### config.mk
export PLATFORM = sky130hd
export DESIGN_NAME = two_ended_first_fit_heap_core
export DESIGN_NICKNAME = d
export VERILOG_FILES = /design/src/hdl/tefh_pkg.sv /design/src/hdl/tefh_mem.sv /design/src/hdl/tefh_div.sv /design/src/hdl/two_ended_first_fit_heap_core.sv
export SDC_FILE = /design/constraint.sdc
export NUM_CORES = 1
export LEC_CHECK = 0
export ABC_AREA = 1
export BUFFER_PORTS_ARGS = -buffer_cell sky130_fd_sc_hd__buf_2
export CAP_MARGIN = 10
export CORE_MARGIN = 5
export CORE_UTILIZATION = 30
export CTS_BUF_LIST = sky130_fd_sc_hd__clkbuf_8
export DETAILED_ROUTE_END_ITERATION = 16
export GPL_TIMING_DRIVEN = 0
export PLACE_DENSITY = 0.43
export SLEW_MARGIN = 0
export SYNTH_ARGS = -nofsm -noshare
export SYNTH_HDL_FRONTEND = slang
export SYNTH_HIERARCHICAL = 1
export SYNTH_SLANG_ARGS = --single-unit
### constraint.sdc
create_clock -name clk -period 40.6 [get_ports clk]
set_input_delay 6.09 -clock clk [delete_from_list [all_inputs] [get_ports clk]]
set_output_delay 6.09 -clock clk [all_outputs]
set_load 0.03 [all_outputs]
### src/hdl/tefh_pkg.sv
package tefh_pkg;

  // default geometry
  localparam int NUM_CHUNKS_DEF   = 256;
  localparam int CHUNK_BYTES_DEF  = 64;
  localparam int HEADER_BYTES_DEF = 32;

  // fixed field widths
  localparam int SIZE_W   = 16;
  localparam int INDEX_W  = 8;
  localparam int OFFSET_W = 14;
  localparam int HEAP_W   = 9;
  localparam int APB_W    = 32;

  // request types
  localparam logic REQ_ALLOC = 1'b0;
  localparam logic REQ_FREE  = 1'b1;

  // register index
  localparam logic REG_HEAP_CHUNKS = 1'b0;

  typedef enum logic [1:0] {
    ST_OK       = 2'd0,
    ST_NO_SPACE = 2'd1,
    ST_BAD_FREE = 2'd2
  } status_t;

  typedef struct packed {
    logic               req_type;
    logic [SIZE_W-1:0]  size_bytes;
    logic               long_term;
    logic [INDEX_W-1:0] free_block;
  } req_t;

  typedef struct packed {
    status_t             status;
    logic [INDEX_W-1:0]  block_index;
    logic [OFFSET_W-1:0] data_offset;
  } rsp_t;

  // one chunk entry of the heap map
  typedef struct packed {
    logic start;
    logic used;
  } ent_t;

  typedef enum logic [3:0] {
    S_CLEAR,
    S_IDLE,
    S_DIV,
    S_SCAN_UP,
    S_SCAN_DN,
    S_FCHK,
    S_FUP,
    S_FDN,
    S_WA,
    S_WB,
    S_RESP
  } state_t;

endpackage

### src/hdl/tefh_mem.sv
module tefh_mem #(
  parameter int DEPTH = tefh_pkg::NUM_CHUNKS_DEF,
  parameter int AW    = $clog2(tefh_pkg::NUM_CHUNKS_DEF)
) (
  input  logic            clk,
  input  logic            we,
  input  logic [AW-1:0]   waddr,
  input  tefh_pkg::ent_t  wdata,
  input  logic [AW-1:0]   raddr,
  output tefh_pkg::ent_t  rdata
);

  tefh_pkg::ent_t mem [DEPTH];
  tefh_pkg::ent_t rdata_r;

  // one write and one registered read per cycle
  always_ff @(posedge clk) begin
    if (we) begin
      mem[waddr] <= wdata;
    end
    rdata_r <= mem[raddr];
  end

  assign rdata = rdata_r;

endmodule

### src/hdl/tefh_div.sv
module tefh_div #(
  parameter int DW      = 17,
  parameter int DIVISOR = tefh_pkg::CHUNK_BYTES_DEF
) (
  input  logic          clk,
  input  logic          rst_n,
  input  logic          start,
  input  logic [DW-1:0] dividend,
  output logic          done,
  output logic [DW-1:0] quotient
);

  // scaled reciprocal, exact after truncation for every DW-bit dividend
  localparam int     SH    = DW + $clog2(DIVISOR);
  localparam longint RECIP = ((longint'(1) << SH) + longint'(DIVISOR) - 1) / longint'(DIVISOR);
  localparam int     MW    = DW + 2;
  localparam int     PW    = DW + MW;

  logic          done_r, done_nxt;
  logic [DW-1:0] quo_r, quo_nxt;
  logic [PW-1:0] prod;

  // one multiply by the reciprocal, then drop the scale bits
  always_comb begin
    prod     = {{MW{1'b0}}, dividend} * {{DW{1'b0}}, MW'(RECIP)};
    quo_nxt  = DW'(prod >> SH);
    done_nxt = start;
  end

  always_ff @(posedge clk) begin
    if (!rst_n) begin
      done_r <= 1'b0;
    end else begin
      done_r <= done_nxt;
    end
    if (start) begin
      quo_r <= quo_nxt;
    end
  end

  assign done     = done_r;
  assign quotient = quo_r;

endmodule

### src/hdl/two_ended_first_fit_heap_core.sv
// First-fit heap manager over a chunk map held in one simple dual-port memory
// (a start bit and a used bit per chunk). An allocate works out its chunk count
// with a reciprocal multiply, then walks the map one chunk per cycle, upward
// from chunk 0 or downward from the heap end, and writes back in states S_WA
// and S_WB. A free walks from the freed block to its neighbors. A stalled
// result holds back the next one until it leaves. The single memory read port
// sets the pace of the walk. After reset and after each write of heap_chunks
// the whole map of NUM_CHUNKS entries is cleared, during which no request is
// taken.
module two_ended_first_fit_heap_core #(
  parameter int NUM_CHUNKS   = tefh_pkg::NUM_CHUNKS_DEF,
  parameter int CHUNK_BYTES  = tefh_pkg::CHUNK_BYTES_DEF,
  parameter int HEADER_BYTES = tefh_pkg::HEADER_BYTES_DEF
) (
  input  logic                       clk,
  input  logic                       rst_n,
  input  logic                       in_valid,
  output logic                       in_ready,
  input  tefh_pkg::req_t             in_req,
  output logic                       out_valid,
  input  logic                       out_ready,
  output tefh_pkg::rsp_t             out_rsp,
  input  logic                       psel,
  input  logic                       penable,
  input  logic                       pwrite,
  input  logic [0:0]                 paddr,
  input  logic [tefh_pkg::APB_W-1:0] pwdata,
  output logic [tefh_pkg::APB_W-1:0] prdata,
  output logic                       pready
);

  localparam int IW = $clog2(NUM_CHUNKS);
  localparam int HW = (IW + 1 > tefh_pkg::HEAP_W) ? IW + 1 : tefh_pkg::HEAP_W;
  localparam int DW = $clog2((1 << tefh_pkg::SIZE_W) + HEADER_BYTES + CHUNK_BYTES);
  localparam int HEAP_RST = (NUM_CHUNKS < 256) ? NUM_CHUNKS : 256;

  tefh_pkg::state_t state_r, state_nxt;
  logic [HW-1:0] heap_r, heap_nxt;
  logic [HW-1:0] clr_r, clr_nxt;
  logic [HW-1:0] q_r, q_nxt;
  logic [HW-1:0] b_r, b_nxt;
  logic [HW-1:0] e_r, e_nxt;
  logic [HW-1:0] fb_r, fb_nxt;
  logic          bused_r, bused_nxt;
  logic          long_r, long_nxt;
  logic          rtype_r, rtype_nxt;
  logic          wa_en_r, wa_en_nxt;
  logic [IW-1:0] wa_addr_r, wa_addr_nxt;
  tefh_pkg::ent_t wa_data_r, wa_data_nxt;
  logic [IW-1:0] wb_addr_r, wb_addr_nxt;
  tefh_pkg::ent_t wb_data_r, wb_data_nxt;
  tefh_pkg::status_t st_r, st_nxt;
  logic [HW-1:0] idx_r, idx_nxt;
  logic          out_valid_r, out_valid_nxt;
  tefh_pkg::rsp_t out_rsp_r, out_rsp_nxt;

  logic           mem_we;
  logic [IW-1:0]  mem_waddr;
  tefh_pkg::ent_t mem_wdata;
  logic [IW-1:0]  mem_raddr;
  tefh_pkg::ent_t mem_rdata;

  logic          div_start;
  logic [DW-1:0] div_dvd;
  logic          div_done;
  logic [DW-1:0] need;

  logic                  cfg_wr;
  logic [tefh_pkg::HEAP_W-1:0] cfg_val;
  logic [HW-1:0]         len;
  logic                  fit;
  logic [31:0]           off_full;

  tefh_mem #(.DEPTH(NUM_CHUNKS), .AW(IW)) u_mem (
    .clk   (clk),
    .we    (mem_we),
    .waddr (mem_waddr),
    .wdata (mem_wdata),
    .raddr (mem_raddr),
    .rdata (mem_rdata)
  );

  tefh_div #(.DW(DW), .DIVISOR(CHUNK_BYTES)) u_div (
    .clk      (clk),
    .rst_n    (rst_n),
    .start    (div_start),
    .dividend (div_dvd),
    .done     (div_done),
    .quotient (need)
  );

  // register port
  assign pready = 1'b1;
  assign prdata = tefh_pkg::APB_W'(heap_r);
  assign cfg_wr = psel && penable && pwrite && (paddr == tefh_pkg::REG_HEAP_CHUNKS);
  assign cfg_val = pwdata[tefh_pkg::HEAP_W-1:0];

  assign in_ready  = (state_r == tefh_pkg::S_IDLE);
  assign out_valid = out_valid_r;
  assign out_rsp   = out_rsp_r;

  // chunk count of a request, rounded up
  assign div_dvd = DW'(HEADER_BYTES) + DW'(in_req.size_bytes) + DW'(CHUNK_BYTES - 1);

  // fit test of the block closing this cycle
  always_comb begin
    if (state_r == tefh_pkg::S_SCAN_DN) begin
      len = e_r - q_r;
      fit = !mem_rdata.used && (32'(len) >= 32'(need));
    end else begin
      len = q_r - b_r;
      fit = !bused_r && (32'(len) >= 32'(need));
    end
  end

  assign off_full = 32'(idx_r) * 32'(CHUNK_BYTES) + 32'(HEADER_BYTES);

  // sequencer
  always_comb begin
    state_nxt   = state_r;
    heap_nxt    = heap_r;
    clr_nxt     = clr_r;
    q_nxt       = q_r;
    b_nxt       = b_r;
    e_nxt       = e_r;
    fb_nxt      = fb_r;
    bused_nxt   = bused_r;
    long_nxt    = long_r;
    rtype_nxt   = rtype_r;
    wa_en_nxt   = wa_en_r;
    wa_addr_nxt = wa_addr_r;
    wa_data_nxt = wa_data_r;
    wb_addr_nxt = wb_addr_r;
    wb_data_nxt = wb_data_r;
    st_nxt      = st_r;
    idx_nxt     = idx_r;
    out_valid_nxt = out_valid_r && !out_ready;
    out_rsp_nxt = out_rsp_r;
    mem_we      = 1'b0;
    mem_waddr   = wb_addr_r;
    mem_wdata   = wb_data_r;
    mem_raddr   = IW'(q_r);
    div_start   = 1'b0;

    unique case (state_r)
      tefh_pkg::S_CLEAR: begin
        mem_we    = 1'b1;
        mem_waddr = IW'(clr_r);
        mem_wdata = '{start: (clr_r == '0), used: 1'b0};
        if (clr_r == HW'(NUM_CHUNKS - 1)) begin
          state_nxt = tefh_pkg::S_IDLE;
        end else begin
          clr_nxt = clr_r + 1'b1;
        end
      end
      tefh_pkg::S_IDLE: begin
        if (in_valid) begin
          rtype_nxt = in_req.req_type;
          long_nxt  = in_req.long_term;
          fb_nxt    = HW'(in_req.free_block);
          idx_nxt   = '0;
          st_nxt    = tefh_pkg::ST_OK;
          wa_en_nxt = 1'b0;
          if (in_req.req_type == tefh_pkg::REQ_ALLOC) begin
            div_start = 1'b1;
            state_nxt = tefh_pkg::S_DIV;
          end else if (HW'(in_req.free_block) >= heap_r) begin
            st_nxt    = tefh_pkg::ST_BAD_FREE;
            state_nxt = tefh_pkg::S_RESP;
          end else begin
            mem_raddr = IW'(in_req.free_block);
            state_nxt = tefh_pkg::S_FCHK;
          end
        end
      end
      tefh_pkg::S_DIV: begin
        if (div_done) begin
          if (long_r) begin
            q_nxt     = heap_r - 1'b1;
            e_nxt     = heap_r;
            mem_raddr = IW'(heap_r - 1'b1);
            state_nxt = tefh_pkg::S_SCAN_DN;
          end else begin
            q_nxt     = '0;
            b_nxt     = '0;
            mem_raddr = '0;
            state_nxt = tefh_pkg::S_SCAN_UP;
          end
        end
      end
      tefh_pkg::S_SCAN_UP: begin
        mem_raddr = IW'(q_r + 1'b1);
        q_nxt     = q_r + 1'b1;
        if ((q_r != '0) && (q_r == heap_r || mem_rdata.start) && fit) begin
          e_nxt     = q_r;
          wa_en_nxt = 32'(need) < 32'(len);
          wa_addr_nxt = IW'(32'(b_r) + 32'(need));
          wa_data_nxt = '{start: 1'b1, used: 1'b0};
          wb_addr_nxt = IW'(b_r);
          wb_data_nxt = '{start: 1'b1, used: 1'b1};
          idx_nxt   = b_r;
          state_nxt = tefh_pkg::S_WA;
        end else if (q_r == heap_r) begin
          st_nxt    = tefh_pkg::ST_NO_SPACE;
          state_nxt = tefh_pkg::S_RESP;
        end else if (mem_rdata.start) begin
          b_nxt     = q_r;
          bused_nxt = mem_rdata.used;
        end
      end
      tefh_pkg::S_SCAN_DN: begin
        mem_raddr = IW'(q_r - 1'b1);
        q_nxt     = q_r - 1'b1;
        if (mem_rdata.start && fit) begin
          wa_en_nxt = 32'(need) < 32'(len);
          wa_addr_nxt = IW'(32'(q_r) + 32'(need));
          wa_data_nxt = '{start: 1'b1, used: 1'b0};
          wb_addr_nxt = IW'(q_r);
          wb_data_nxt = '{start: 1'b1, used: 1'b1};
          idx_nxt   = q_r;
          state_nxt = tefh_pkg::S_WA;
        end else if (q_r == '0) begin
          st_nxt    = tefh_pkg::ST_NO_SPACE;
          state_nxt = tefh_pkg::S_RESP;
        end else if (mem_rdata.start) begin
          e_nxt = q_r;
        end
      end
      tefh_pkg::S_FCHK: begin
        wb_addr_nxt = IW'(fb_r);
        wb_data_nxt = '{start: 1'b1, used: 1'b0};
        if (!mem_rdata.start || !mem_rdata.used) begin
          st_nxt    = tefh_pkg::ST_BAD_FREE;
          state_nxt = tefh_pkg::S_RESP;
        end else begin
          q_nxt     = fb_r + 1'b1;
          mem_raddr = IW'(fb_r + 1'b1);
          state_nxt = tefh_pkg::S_FUP;
        end
      end
      tefh_pkg::S_FUP: begin
        mem_raddr = IW'(q_r + 1'b1);
        q_nxt     = q_r + 1'b1;
        if (q_r == heap_r || mem_rdata.start) begin
          // merge with a free block that follows
          wa_en_nxt   = (q_r != heap_r) && !mem_rdata.used;
          wa_addr_nxt = IW'(q_r);
          wa_data_nxt = '{start: 1'b0, used: 1'b0};
          if (fb_r == '0) begin
            state_nxt = tefh_pkg::S_WA;
          end else begin
            q_nxt     = fb_r - 1'b1;
            mem_raddr = IW'(fb_r - 1'b1);
            state_nxt = tefh_pkg::S_FDN;
          end
        end
      end
      tefh_pkg::S_FDN: begin
        mem_raddr = IW'(q_r - 1'b1);
        q_nxt     = q_r - 1'b1;
        if (mem_rdata.start) begin
          // merge into a free block before it
          wb_data_nxt = '{start: mem_rdata.used, used: 1'b0};
          state_nxt   = tefh_pkg::S_WA;
        end
      end
      tefh_pkg::S_WA: begin
        mem_we    = wa_en_r;
        mem_waddr = wa_addr_r;
        mem_wdata = wa_data_r;
        state_nxt = tefh_pkg::S_WB;
      end
      tefh_pkg::S_WB: begin
        mem_we    = 1'b1;
        state_nxt = tefh_pkg::S_RESP;
      end
      tefh_pkg::S_RESP: begin
        if (!out_valid_r || out_ready) begin
          out_valid_nxt           = 1'b1;
          out_rsp_nxt.status      = st_r;
          out_rsp_nxt.block_index = tefh_pkg::INDEX_W'(idx_r);
          out_rsp_nxt.data_offset =
            (st_r == tefh_pkg::ST_OK && rtype_r == tefh_pkg::REQ_ALLOC) ?
            off_full[tefh_pkg::OFFSET_W-1:0] : '0;
          state_nxt = tefh_pkg::S_IDLE;
        end
      end
      default: state_nxt = tefh_pkg::S_IDLE;
    endcase

    // heap size write restarts the map
    if (cfg_wr) begin
      if (cfg_val == '0) begin
        heap_nxt = HW'(1);
      end else if (32'(cfg_val) > 32'(NUM_CHUNKS)) begin
        heap_nxt = HW'(NUM_CHUNKS);
      end else begin
        heap_nxt = HW'(cfg_val);
      end
      clr_nxt   = '0;
      state_nxt = tefh_pkg::S_CLEAR;
    end
  end

  always_ff @(posedge clk) begin
    if (!rst_n) begin
      state_r     <= tefh_pkg::S_CLEAR;
      heap_r      <= HW'(HEAP_RST);
      clr_r       <= '0;
      out_valid_r <= 1'b0;
    end else begin
      state_r     <= state_nxt;
      heap_r      <= heap_nxt;
      clr_r       <= clr_nxt;
      out_valid_r <= out_valid_nxt;
    end
    q_r       <= q_nxt;
    b_r       <= b_nxt;
    e_r       <= e_nxt;
    fb_r      <= fb_nxt;
    bused_r   <= bused_nxt;
    long_r    <= long_nxt;
    rtype_r   <= rtype_nxt;
    wa_en_r   <= wa_en_nxt;
    wa_addr_r <= wa_addr_nxt;
    wa_data_r <= wa_data_nxt;
    wb_addr_r <= wb_addr_nxt;
    wb_data_r <= wb_data_nxt;
    st_r      <= st_nxt;
    idx_r     <= idx_nxt;
    out_rsp_r <= out_rsp_nxt;
  end

endmodule

; Yosys cells after proc, flatten, opt, wreduce, memory -nomap -nowiden
; Memory sizes are Yosys's and may differ from the RTL's. A register that Yosys moved wholly into a read port is not among the register bits.
; Cells that the tools add are included.
[op_classes]
n_addsub = 13
magnitude_cmp = 5
n_eq_ne = 35
mux = 90
bitwise_logic = 6
reduce_logical = 52
[op_table]
columns = operator, n
row1 = 9-bit two-way mux, 18
row2 = 8-bit two-way mux, 16
row3 = 8-bit case mux with 3 select lines, 3
row4 = 4-bit two-way mux, 14
row5 = 8-bit case mux with 6 select lines, 1
row6 = 9-bit case mux with 5 select lines, 1
row7 = 4-bit case mux with 11 select lines, 1
row8 = 9-bit zero test, 4
row9 = 2-bit two-way mux, 14
row10 = 2-bit inequality test (second input constant), 14
row11 = 9-bit case mux with 3 select lines, 1
row12 = 9-bit by 11-bit >= comparator with 1-bit output, 2
row13 = 9-bit by 1-bit adder with 9-bit output (second input constant), 2
row14 = 9-bit case mux with 2 select lines, 1
row15 = 9-bit by 1-bit subtractor with 9-bit output (second input constant), 2
row16 = 9-bit subtractor, 2
row17 = 17-bit by 6-bit adder with 17-bit output (second input constant), 1
row18 = 6-bit by 16-bit adder with 17-bit output (first input constant), 1
row19 = 8-bit adder, 2
row20 = 4-bit by 3-bit equality test with 1-bit output (second input constant), 4
row21 = 2-bit case mux with 4 select lines, 2
row22 = 8-bit case mux with 2 select lines, 1
row23 = 4-bit AND reduction, 4
row24 = 14-bit by 6-bit adder with 14-bit output (second input constant), 1
row25 = other kinds (38), 89
[word_totals]
ff_bits = 128
ramBits = 512
inputBits = 66
elab_cells = 227
n_memories = 1
[memory_table]
columns = memory, depth, word_bits, rd, rd_clocked_by_memory_dff, wr, line_no
row1 = u_mem.mem, 256, 2, 1, 1, 1, tefh_mem.sv:13  ; tefh_pkg::ent_t mem [DEPTH];

; Depth between registers and ports, before layout
; Gate-level depths: netlist of run 1.
[logic_depth]
depth_word = 7
depth_mapped = 28

; Hierarchy
; The synthesis of run 1 kept the hierarchy.
[by_module_without_submodules]
columns = module, n_inst, cells_per_inst, area_per_inst_um2, seq_area_each_um2
row1 = tefh_mem, 1, 2055, 22126.2, 15414.8
row2 = two_ended_first_fit_heap_core, 1, 1217, 9157.5, 3072.9
row3 = tefh_div, 1, 21, 406.6, 350.3

; Least setup slack after synthesis of run 1
; Ideal clock, no wire load.
[synth_timing]
path_kind = register to register
startpoint = register state_r[0]
endpoint = memory u_mem/mem[0][1] (netlist bit) (data pin)
setup_ns = 3.367
arrival_time_ns = 16.981
required_ns = 37.233
slack_ns = 20.252
path_stages_with_launch = 7
n_path_buf = 1
cell_sequence = dfxtp_1 buf_4 nor2_1 inv_2 nor2_2 inv_2 o311ai_0
[synth_rtl]
columns = item, line_no
row1 = start: declaration, two_ended_first_fit_heap_core.sv:37  ; tefh_pkg::state_t state_r, state_nxt;
row2 = start signal: assignment, two_ended_first_fit_heap_core.sv:307  ; state_r <= tefh_pkg::S_CLEAR;
row3 = start signal: assignment, two_ended_first_fit_heap_core.sv:312  ; state_r <= state_nxt;
row4 = end: declaration, tefh_mem.sv:13

; Worst setup path after layout of run 1
[layout_timing]
startpoint = input port in_req[7] (netlist bit)
endpoint = register u_mem/rdata[0] (netlist name)
[layout_between]
elab_chain_cells = 5
[layout_rtl]
columns = item, line_no
row1 = start: declaration, two_ended_first_fit_heap_core.sv:19  ; input tefh_pkg::req_t in_req,
row2 = 8-bit by 9-bit >= comparator with 1-bit output, two_ended_first_fit_heap_core.sv:167  ; end else if (HW'(in_req.free_block) >= heap_r) begin
row3 = 8-bit two-way mux, two_ended_first_fit_heap_core.sv:167
row4 = 8-bit two-way mux, two_ended_first_fit_heap_core.sv:164  ; if (in_req.req_type == tefh_pkg::REQ_ALLOC) begin
row5 = 8-bit two-way mux, two_ended_first_fit_heap_core.sv:157  ; if (in_valid) begin
row6 = 8-bit case mux with 6 select lines, two_ended_first_fit_heap_core.sv:145  ; unique case (state_r)
row7 = via mem_raddr[4], two_ended_first_fit_heap_core.sv:60  ; logic [IW-1:0] mem_raddr;
; The timed path passes the listed nets, and every way through them passes these cells.
; A chain may end at the register's enable or synchronous reset.

==> results of run 1 <==
==> per-stage QoR <==
step | total power, W | hold slack, ns
after detailed placement | 0.000784 | 0.435
after global routing | 0.00140 | 0.465
after CTS | 0.00137 | 0.452
final | 0.00135 | 0.451
after global placement | 0.000813 | 0.435
after floorplan | 0.000775 | 0.426
==> per-layer routing <==
metal  vias up  wire length (um)  share of wire [%]
met5         -                 0                  0
met4         0              2740                2.3
met3       175              7590                6.3
met2       937             55500                 46
met1     12500             53700                 45
li1      11700                 -                  -
==> power by group <==
group / internal (W) / switching, W
combinational: 0.0000129 / 0.0000343
sequential: 0.000723 / 0.000000648
clock: 0.000303 / 0.000276
==> flip-flops by register name, indices dropped and copies added, names as in the netlist <==
| signal | cells |
|---|---|
| u_div/done | 1 |
| state_r | 4 |
| wa_addr_r | 8 |
| u_mem/mem | 512 |
| out_rsp | 19 |
| u_mem/rdata | 2 |
| b_r | 9 |
| fb_r | 8 |
| u_div/quotient | 11 |
| bused_r | 1 |
| wb_data_r | 2 |
| wb_addr_r | 8 |
| wa_data_r | 1 |
| st_r | 2 |
| out_valid | 1 |
| q_r | 9 |
| long_r | 1 |
| heap_r | 9 |
| clr_r | 9 |
| e_r | 9 |
| wa_en_r | 1 |
| rtype_r | 1 |
| idx_r | 8 |
==> cell type report <==
type	instances	area, um2	area share (%)
diodes	1	2.50	0.00687
repair buffers	104	737	2.02
plain buffers	207	1260	3.46
multi-input cells	2258	10900	29.9
inverters	219	831	2.28
flip-flops and latches	636	18800	51.7
clock inverters	84	542	1.49
clock buffers	116	1600	4.38
well taps	1391	1740	4.78
==> placed cells by master (no fill, tap or decap), types with 4 or more instances in the layout <==
master,instances
a21oi_1,62
a21oi_2,6
buf_1,10
buf_12,7
buf_2,136
buf_4,64
buf_6,33
bufinv_16,6
clkbuf_1,57
clkbuf_8,116
clkinv_1,33
clkinv_2,9
conb_1,35
dfxtp_1,26
edfxtp_1,610
ha_1,66
inv_1,230
inv_2,17
nand2_1,806
nand2_2,7
nand3_1,563
nand3b_1,5
nand4_1,24
nor2_1,428
nor2_2,8
nor2_4,5
nor3_1,21
nor3_2,6
o2111ai_1,4
o211ai_1,20
o21ai_0,67
o21ai_1,9
o221ai_1,6
o22ai_1,9
xnor2_1,15
xor2_1,35
==> worst max-delay path: cells and delay by family <==
kind                       cells  cell delay [ns]
and+or+nand+nor               16             2.07
AOI/OAI and AO/OA              1             0.19
buffers and inverters          5             1.95
adders and majority gates      1             0.32
==> final timing paths <==
kind	startpoint	to	slack (ns)	depth (start not counted)
hold / removal	st_r[0]	out_rsp[22]	0.45	0
hold reg to reg	st_r[0]	out_rsp[22]	0.45	0
setup reg to reg	q_r[3]	e_r[1]	34.83	24
setup / recovery	in_req[7]	u_mem/rdata[0]	30.65	23
==> summary.txt, run 1 <==
Clock tree
  – CTS tree: yes
  – Clock Path Buffers: 3
  – TritonCTS buffer count: 110
  – # Post-CTS Setup Buffers: 0
  – H-tree levels: 3
  – Post-cts resize count: 0
  – Clk sinks: ~640
  – Worst-path clk slew: 0.05 ns
  – # hold bufs at CTS: 0
  – Clock root buffer: clkbuf_8
  – Clock latency on the worst-skew pair: 0.78 ns

Die
  – DIE WIDTH: 335 um
  – Core ar.: 105000 um2
  – Core Rows: 119
  – Starting Density: 30.2%
  – Die area: between 100000 and 150000 um2
  – # IOs: roughly 130
  – Chip height: 335 um

Global route
  – Gr busiest metal: met2
  – Grt met2 use: 33.9%
  – Initial antenna violation count: 3
  – Grt met3 use: a little over 3%
  – Largest net degree at the start of global routing: 41
  – GRT Util Overall: a little over a fifth
  – First-pass GRT wire length: 171000 um
  – Number of global-route vias before repair: 24600
  – GRT overflow: 0
  – GRT met1 Usage: 29.4%

Setup path
  – Critical path class: in2reg
  – CP Max Fanout: 10
  – Worst EP arrival: 10.63 ns
  – CP cell instances: buf_2 > ha_1 > inv_1 > nor2_1 > and3_1 > nand2_1 > and2_1 > nand3_2 > nor2_2 > nand2_2 > o21ai_0 > nor2_1 > nor2_1 > nor2_1 > clkbuf_1 > inv_1 > clkbuf_1 > nand3_1 > nand2_1 > nand2_1 > nand3_1 > nand3_1 > nand2_1
  – Slowest Stage Delay on Critical Path: 0.80 ns
  – Critical path capture point type: flip-flop
  – Startpoint Class: primary input
  – CP required: slightly above 40 ns
  – CP max stage cell: clkbuf_1

Placed design
  – Gpl congestion: 0.908
  – Cell area after placement: 34300 um2
  – Cells after DPL: 4814
  – Port Buffers: 72
  – Pre-CTS WS: 30.07 ns
  – Detail Placement HPWL: 86300 um

Drt
  – DRT antenna net count: 0
  – Residual DRC: 0
  – DRT Pass-1 Iters: 5
  – Via count: 25300
  – Via density: 5.04
  – Starting DRT DRC Count: 2515
  – Routed WL: 120000 um
  – Post-DR wirelength/cell: ~24 um

Layout
  – Final core utilization: 34.7%
  – Nets: 3671
  – Layout Cells excl Fill: roughly 5000
  – Layout cells sized above 1: 12.4%
  – Fillcell total: 11000
  – Final Cell Area: roughly 36000 um2
  – Area growth syn-to-layout: 15.1%

Yosys
  – Yosys synthesis warning count: 6
  – Cells after synthesis: 3288
  – Netlist area before placement: approximately 32000 um2
  – Synthesized area per cell: 9.63 um2

Power and ir drop
  – Peak supply drop: about 26 uV
  – Pwr/cell area: 37.1 nW/um2
  – Static leakage: 13.7 nW

Status
  – Status: finished clean

Timing
  – Total Negative Setup Slacks: 0 ns
  – Unrepaired setup endpoints after global routing: false
  – Fin. max-slew vios: 0
  – Slew headroom: between 10% and 20%
  – Min cycle time layout: 9.95 ns
  – Fin Clk Skew: 0.0560 ns
  – Final worst-path cycle share: around a quarter
  – Final Hold Viols: 0
  – Worst setup margin: a little over 30 ns
  – Achievable frequency: between 0.1 and 0.15 GHz
  – Pin slew with the least headroom to its limit: 1.31 ns
  – Finish-stage setup viols: 0

Job
  – MaxCap Viol Count: 0

Hold path
  – HP Class: reg2reg
(Power assumes the default switching activity.)
==> inputs of run 2 (changes only) <==
ABC_AREA = 0   (was 1)
clock period = 9.52 ns   (was 40.6 ns; I/O delays follow)
==> run 2 against run 1 <==
Global-route usage decreased by 1.6 points. Non-clock buffer count decreased by 34. Wire length decreased by 11%. Final cell count decreased by 20%. Cell area decreased by 2.3%. Hold slack got worse by 0.0052 ns. Area after synthesis decreased by 3.0%. First-iteration DRC count decreased by 30%. Critical path depth decreased by 4. Clock-buffer cell count increased by 5. Die area decreased by 3.0%. Flip-flop and latch count unchanged. Largest cell class unchanged. Highest routed layer unchanged.
==> summary.txt, run 2 <==
Drt
  – Routed WL: 106000 um
  – Via density: 5.14
  – Residual DRC: 0
  – Starting DRT DRC Count: 1759
  – WL met3: 6010 um
  – Via count: around 21000
  – Met2 wire len: 51300 um
  – Top Metal Used: met4
  – DRT antenna net count: 0
  – DRT Pass-1 Iters: 6
  – Post-DR wirelength/cell: 26.6 um
  – M1 WL: 46100 um

Global route
  – First-pass GRT wire length: 151000 um
  – Initial antenna violation count: 3
  – Largest net degree at the start of global routing: 47
  – GRT Util Overall: 19.2%
  – Number of global-route vias before repair: ~21000
  – GRT overflow: 0

Layout
  – Fillcell total: just over 10000
  – Area growth syn-to-layout: 16.0%
  – Largest register FFs: 512
  – Biggest register: u_mem/mem
  – Layout cells sized above 1: 18.1%
  – Nets: 2658
  – Most frequent cells in the layout: edfxtp_1, nor2_1, clkbuf_8
  – Most common cell after layout, fill and taps aside: edfxtp_1
  – Final Cell Area: 35600 um2

Die
  – Core Rows: 117
  – Core ar.: 102000 um2
  – # IOs: 125
  – Die area: 109000 um2
  – Starting Density: 30.2%
  – Chip height: around 330 um
  – DIE WIDTH: 330 um

Clock tree
  – Clock Path Buffers: 3
  – CTS tree: yes
  – Clock root buffer: clkbuf_8
  – # hold bufs at CTS: 0
  – Clock latency on the worst-skew pair: just under 0.8 ns
  – TritonCTS buffer count: 111
  – # Post-CTS Setup Buffers: 0
  – H-tree levels: 3
  – Post-cts resize count: 0
  – Clk sinks: between 600 and 700
  – Worst-path clk slew: 0.06 ns

Placed design
  – Cell area after placement: 33400 um2
  – Gpl congestion: about 0.87
  – Port Buffers: 72
  – Detail Placement HPWL: around 77000 um

Setup path
  – Worst path bufs/invs: 5
  – Top delay family on crit path: compound AO/OA/AOI/OAI gates
  – CP required: 10.17 ns
  – Slowest Stage Delay on Critical Path: approximately 0.80 ns
  – Critical path class: in2reg
  – CP max stage cell: nand3_1
  – CP cell instances: buf_2 > inv_1 > ha_1 > nand2b_1 > a2111oi_0 > o211ai_1 > a21o_1 > clkbuf_1 > o21a_1 > a211oi_1 > a21oi_1 > buf_2 > nand3_1 > buf_2 > o221ai_1 > a211oi_1 > o31ai_1 > o22ai_1 > a211oi_2
  – CP Max Fanout: 10
  – Startpoint Class: primary input
  – Crit path top cell by count: buf_2
  – Critical path capture point type: flip-flop
  – Worst EP arrival: 7.52 ns

Hold path
  – HP Class: reg2reg

Timing
  – Final worst-path cycle share: 72.1%
  – Fin Clk Skew: a little under 0.05 ns
  – Pin slew with the least headroom to its limit: 1.32 ns
  – Final Hold Viols: 0
  – Fin. max-slew vios: 0
  – Unrepaired setup endpoints after global routing: false
  – Min cycle time layout: 6.86 ns
  – Achievable frequency: 0.146 GHz
  – Slew headroom: 12.3%
  – Finish-stage setup viols: 0

Job
  – MaxCap Viol Count: 0

Yosys
  – Cells after synthesis: 2279
  – Yosys synthesis warning count: 6
  – Synthesized area per cell: 13.5 um2
  – Netlist area before placement: 30700 um2

Status
  – Status: finished clean
==> run 2: layout make-up <==
class,count,area [um2],area share (%)
clock buffers,121,1670,4.68
diodes,6,15.0,0.0422
inverters,64,240,0.675
multi-input cells,1433,10700,29.9
repair buffers,99,860,2.42
flip-flops and latches,636,18800,52.9
plain buffers,178,1110,3.12
clock inverters,87,489,1.37
well taps,1368,1710,4.81
==> run 2: worst paths after layout <==
path | end | start | slack [ns] | cells after the start
worst min-delay path | out_rsp[22] | st_r[0] | 0.45 | 0
worst max register to register | u_mem/rdata[0] | heap_r[2] | 2.66 | 19
worst min register to register | out_rsp[22] | st_r[0] | 0.45 | 0
worst max-delay path | u_mem/rdata[0] | in_req[0] | 2.66 | 19
==> run 2: per-stage QoR <==
step	worst slack [ns]	util (%)	cells	TNS, ns	hold slack, ns
finish	2.66	35.0	3992	0	0.446
global route	2.51	35.0	3991	0	0.468
CTS	2.71	34.9	3985	0	0.450
detailed placement	1.99	32.8	3777	0	0.431
global placement	-6.66	32.3	3751	-2179.50	0.427
floorplan	0.845	-	2311	0	0.417
==> run 2: metal layers <==
metal | up-vias | track usage (%)
li1 | 9128 | -
met1 | 10500 | 25.8
met2 | 752 | 32.4
met3 | 160 | 3.29
met4 | 0 | 5.16
met5 | - | 0
Power of run 2 is not shown: default switching activity piles up to over one toggle a cycle in this logic, so the estimate is an artifact.
==> inputs of run 3 (changes only) <==
ABC_AREA = 1   (was 0)
PLACE_DENSITY = 0.44   (was 0.43)
clock period = 6.1 ns   (was 9.52 ns; I/O delays follow)
==> run 3 against run 2 <==
Final cell count is 26% higher. Register-to-register slack worse by 2.1 ns. Clock-buffer cell count is 4 lower. Non-clock buffer count is 25 higher. Clock skew is 0.010 ns higher. Global-route usage is 1.6 points higher. First-iteration DRC count is 39% higher. Via count is 23% higher. Setup slack worse by 2.1 ns. Largest cell class unchanged.
==> summary.txt, run 3 (synthesis gave the netlist of run 1 again) <==
Status
  – Status: finished clean

Placed design
  – Port Buffers: 72
  – Cell area after placement: 34300 um2
  – Gpl congestion: approximately 0.92
  – Detail Placement HPWL: 85000 um

Drt
  – Via count: ~25000
  – DRT Pass-1 Iters: 5
  – DRT antenna net count: 0
  – Routed WL: 119000 um
  – Post-DR wirelength/cell: 23.7 um
  – Starting DRT DRC Count: between 2000 and 2500
  – Residual DRC: 0
  – Via density: 5.05

Hold path
  – Hold Crit Start: in_req[8]
  – Hold Path Cell Cnt: 1
  – HP Class: in2reg
  – Worst hold endpoint: long_r

Global route
  – First-pass GRT wire length: roughly 170000 um
  – Largest net degree at the start of global routing: 42
  – GRT overflow: 0
  – Number of global-route vias before repair: 24600
  – GRT Util Overall: 20.8%
  – Initial antenna violation count: 6

Clock tree
  – # Post-CTS Setup Buffers: 0
  – Worst-path clk slew: 0.06 ns
  – Clock latency on the worst-skew pair: 0.79 ns
  – Post-cts resize count: 0
  – H-tree levels: 3
  – Clock root buffer: clkbuf_8
  – Clock Path Buffers: 3
  – TritonCTS buffer count: 113
  – Clk sinks: 636
  – CTS tree: yes
  – # hold bufs at CTS: 0

Die
  – Starting Density: 30.2%
  – Die area: 112000 um2
  – DIE WIDTH: 335 um
  – # IOs: 125
  – Core Rows: 119
  – Core ar.: between 100000 and 150000 um2
  – Chip height: 335 um

Layout
  – Area growth syn-to-layout: 15.2%
  – Final Cell Area: 36500 um2
  – Biggest register: u_mem/mem
  – Fillcell total: 10900
  – Final core utilization: 34.7%
  – Most common cell after layout, fill and taps aside: nand2_1
  – Layout cells sized above 1: about an eighth
  – Multi-input logic area: about 11000 um2
  – Most frequent cells in the layout: nand2_1, edfxtp_1, nand3_1
  – Nets: 3665
  – Total area of sequential cells: 18800 um2
  – Largest register FFs: between 500 and 600

Setup path
  – CP required: 6.48 ns
  – Setup crit start: q_r[3]
  – R2r endpoint: wb_addr_r[3]
  – Critical path class: reg2reg
  – Startpoint Class: flip-flop
  – Critical path capture point type: flip-flop
  – Worst EP arrival: 5.89 ns
  – R2R depth: 24
  – R2R Path Start: q_r[3]
  – R2r setup slk: about 0.6 ns
  – CP Max Fanout: 10

Power and ir drop
  – Static leakage: 13.8 nW
  – Pwr/cell area: 244 nW/um2
  – Total design power: approximately 0.0089 W
  – Peak supply drop: 191 uV

Timing
  – Final worst-path cycle share: 90.3%
  – Total Negative Setup Slacks: 0 ns
  – Pin slew with the least headroom to its limit: 1.37 ns
  – Fin Clk Skew: 0.0586 ns
  – Min cycle time layout: 5.51 ns
  – Finish-stage setup viols: 0
  – Unrepaired setup endpoints after global routing: false
  – Final Hold Viols: 0
  – Slew headroom: 8.44%
  – Achievable frequency: 0.182 GHz
  – Fin. max-slew vios: 0

Job
  – MaxCap Viol Count: 0
## run 3: cell count changes in the layout (fill, tap and decap cells not counted), moves of 26 or more
cell,previous run,this run
buf_2,98,136
clkbuf_1,86,57
inv_1,89,240
mux2i_1,85,1
mux4_2,82,0
nand2_1,110,806
nand3_1,55,563
nor2_1,364,427
o21ai_0,93,67
## run 3: routing by layer
layer / wire length [um] / share of wire (%) / global-route usage, % / vias up
met5: 11 / 0.0092 / 0 / -
met3: 9090 / 7.6 / 3.95 / 211
li1: - / - / - / 11700
met1: 52100 / 44 / 28.7 / 12400
met2: 54700 / 46 / 33.6 / 998
met4: 3320 / 2.8 / 5.97 / 2
## run 3: through the flow
stage	worst slack, ns	hold WS (ns)	cells
6_report	0.592	0.336	5020
5_1_grt	0.140	0.290	5020
4_1_cts	0.227	0.272	5015
3_5_place_dp	0.224	0.434	4805
3_3_place_gp	-4.47	0.432	4783
2_1_floorplan	0.923	0.426	3320
## run 3: critical path, stage by stage (launching register included)
cell and delay, ns:
edfxtp_1 0.36, buf_4 0.24, clkinv_1 0.51, ha_1 0.58, nand2_1 0.06, o21ai_0 0.28, a21oi_1 0.11, o21ai_0 0.27
nand2_1 0.09, nand2_1 0.07, a21oi_1 0.06, xor2_1 0.26, inv_1 0.09, ha_1 0.35, nand2_1 0.09, nor2_1 0.29
nand2_1 0.07, nand3b_1 0.16, nand3_1 0.16, nand2_1 0.07, nand2_1 0.06, nand3_1 0.07, nand2_1 0.14, inv_2 0.10
a211oi_2 0.58
## run 3: worst max-delay path by stage
stage / to / cells after the start
after floorplan: u_mem/mem[0][0] / 5
after global placement: u_mem/mem[134][0] / 4
after detailed placement: idx_r[6] / 23
after CTS: idx_r[3] / 23
after global routing: idx_r[3] / 23
final: wb_addr_r[3] / 24
## run 3: area by class of cell
type | count | share of cell area, %
buffer | 207 | 3.46
timing repair buffer | 95 | 2.12
clock buffer | 117 | 4.42
inverter | 219 | 2.28
antenna | 4 | 0.0275
sequential | 636 | 51.7
clock inverter | 93 | 1.36
tap | 1391 | 4.77
multi-input combinational | 2258 | 29.9
## run 3: where the power goes
| group | leakage [nW] | switching [W] | internal, W |
|---|---|---|---|
| logic | 7.04 | 0.000229 | 0.0000986 |
| clock network | 1.25 | 0.00189 | 0.00188 |
| registers | 5.49 | 0.00000437 | 0.00482 |
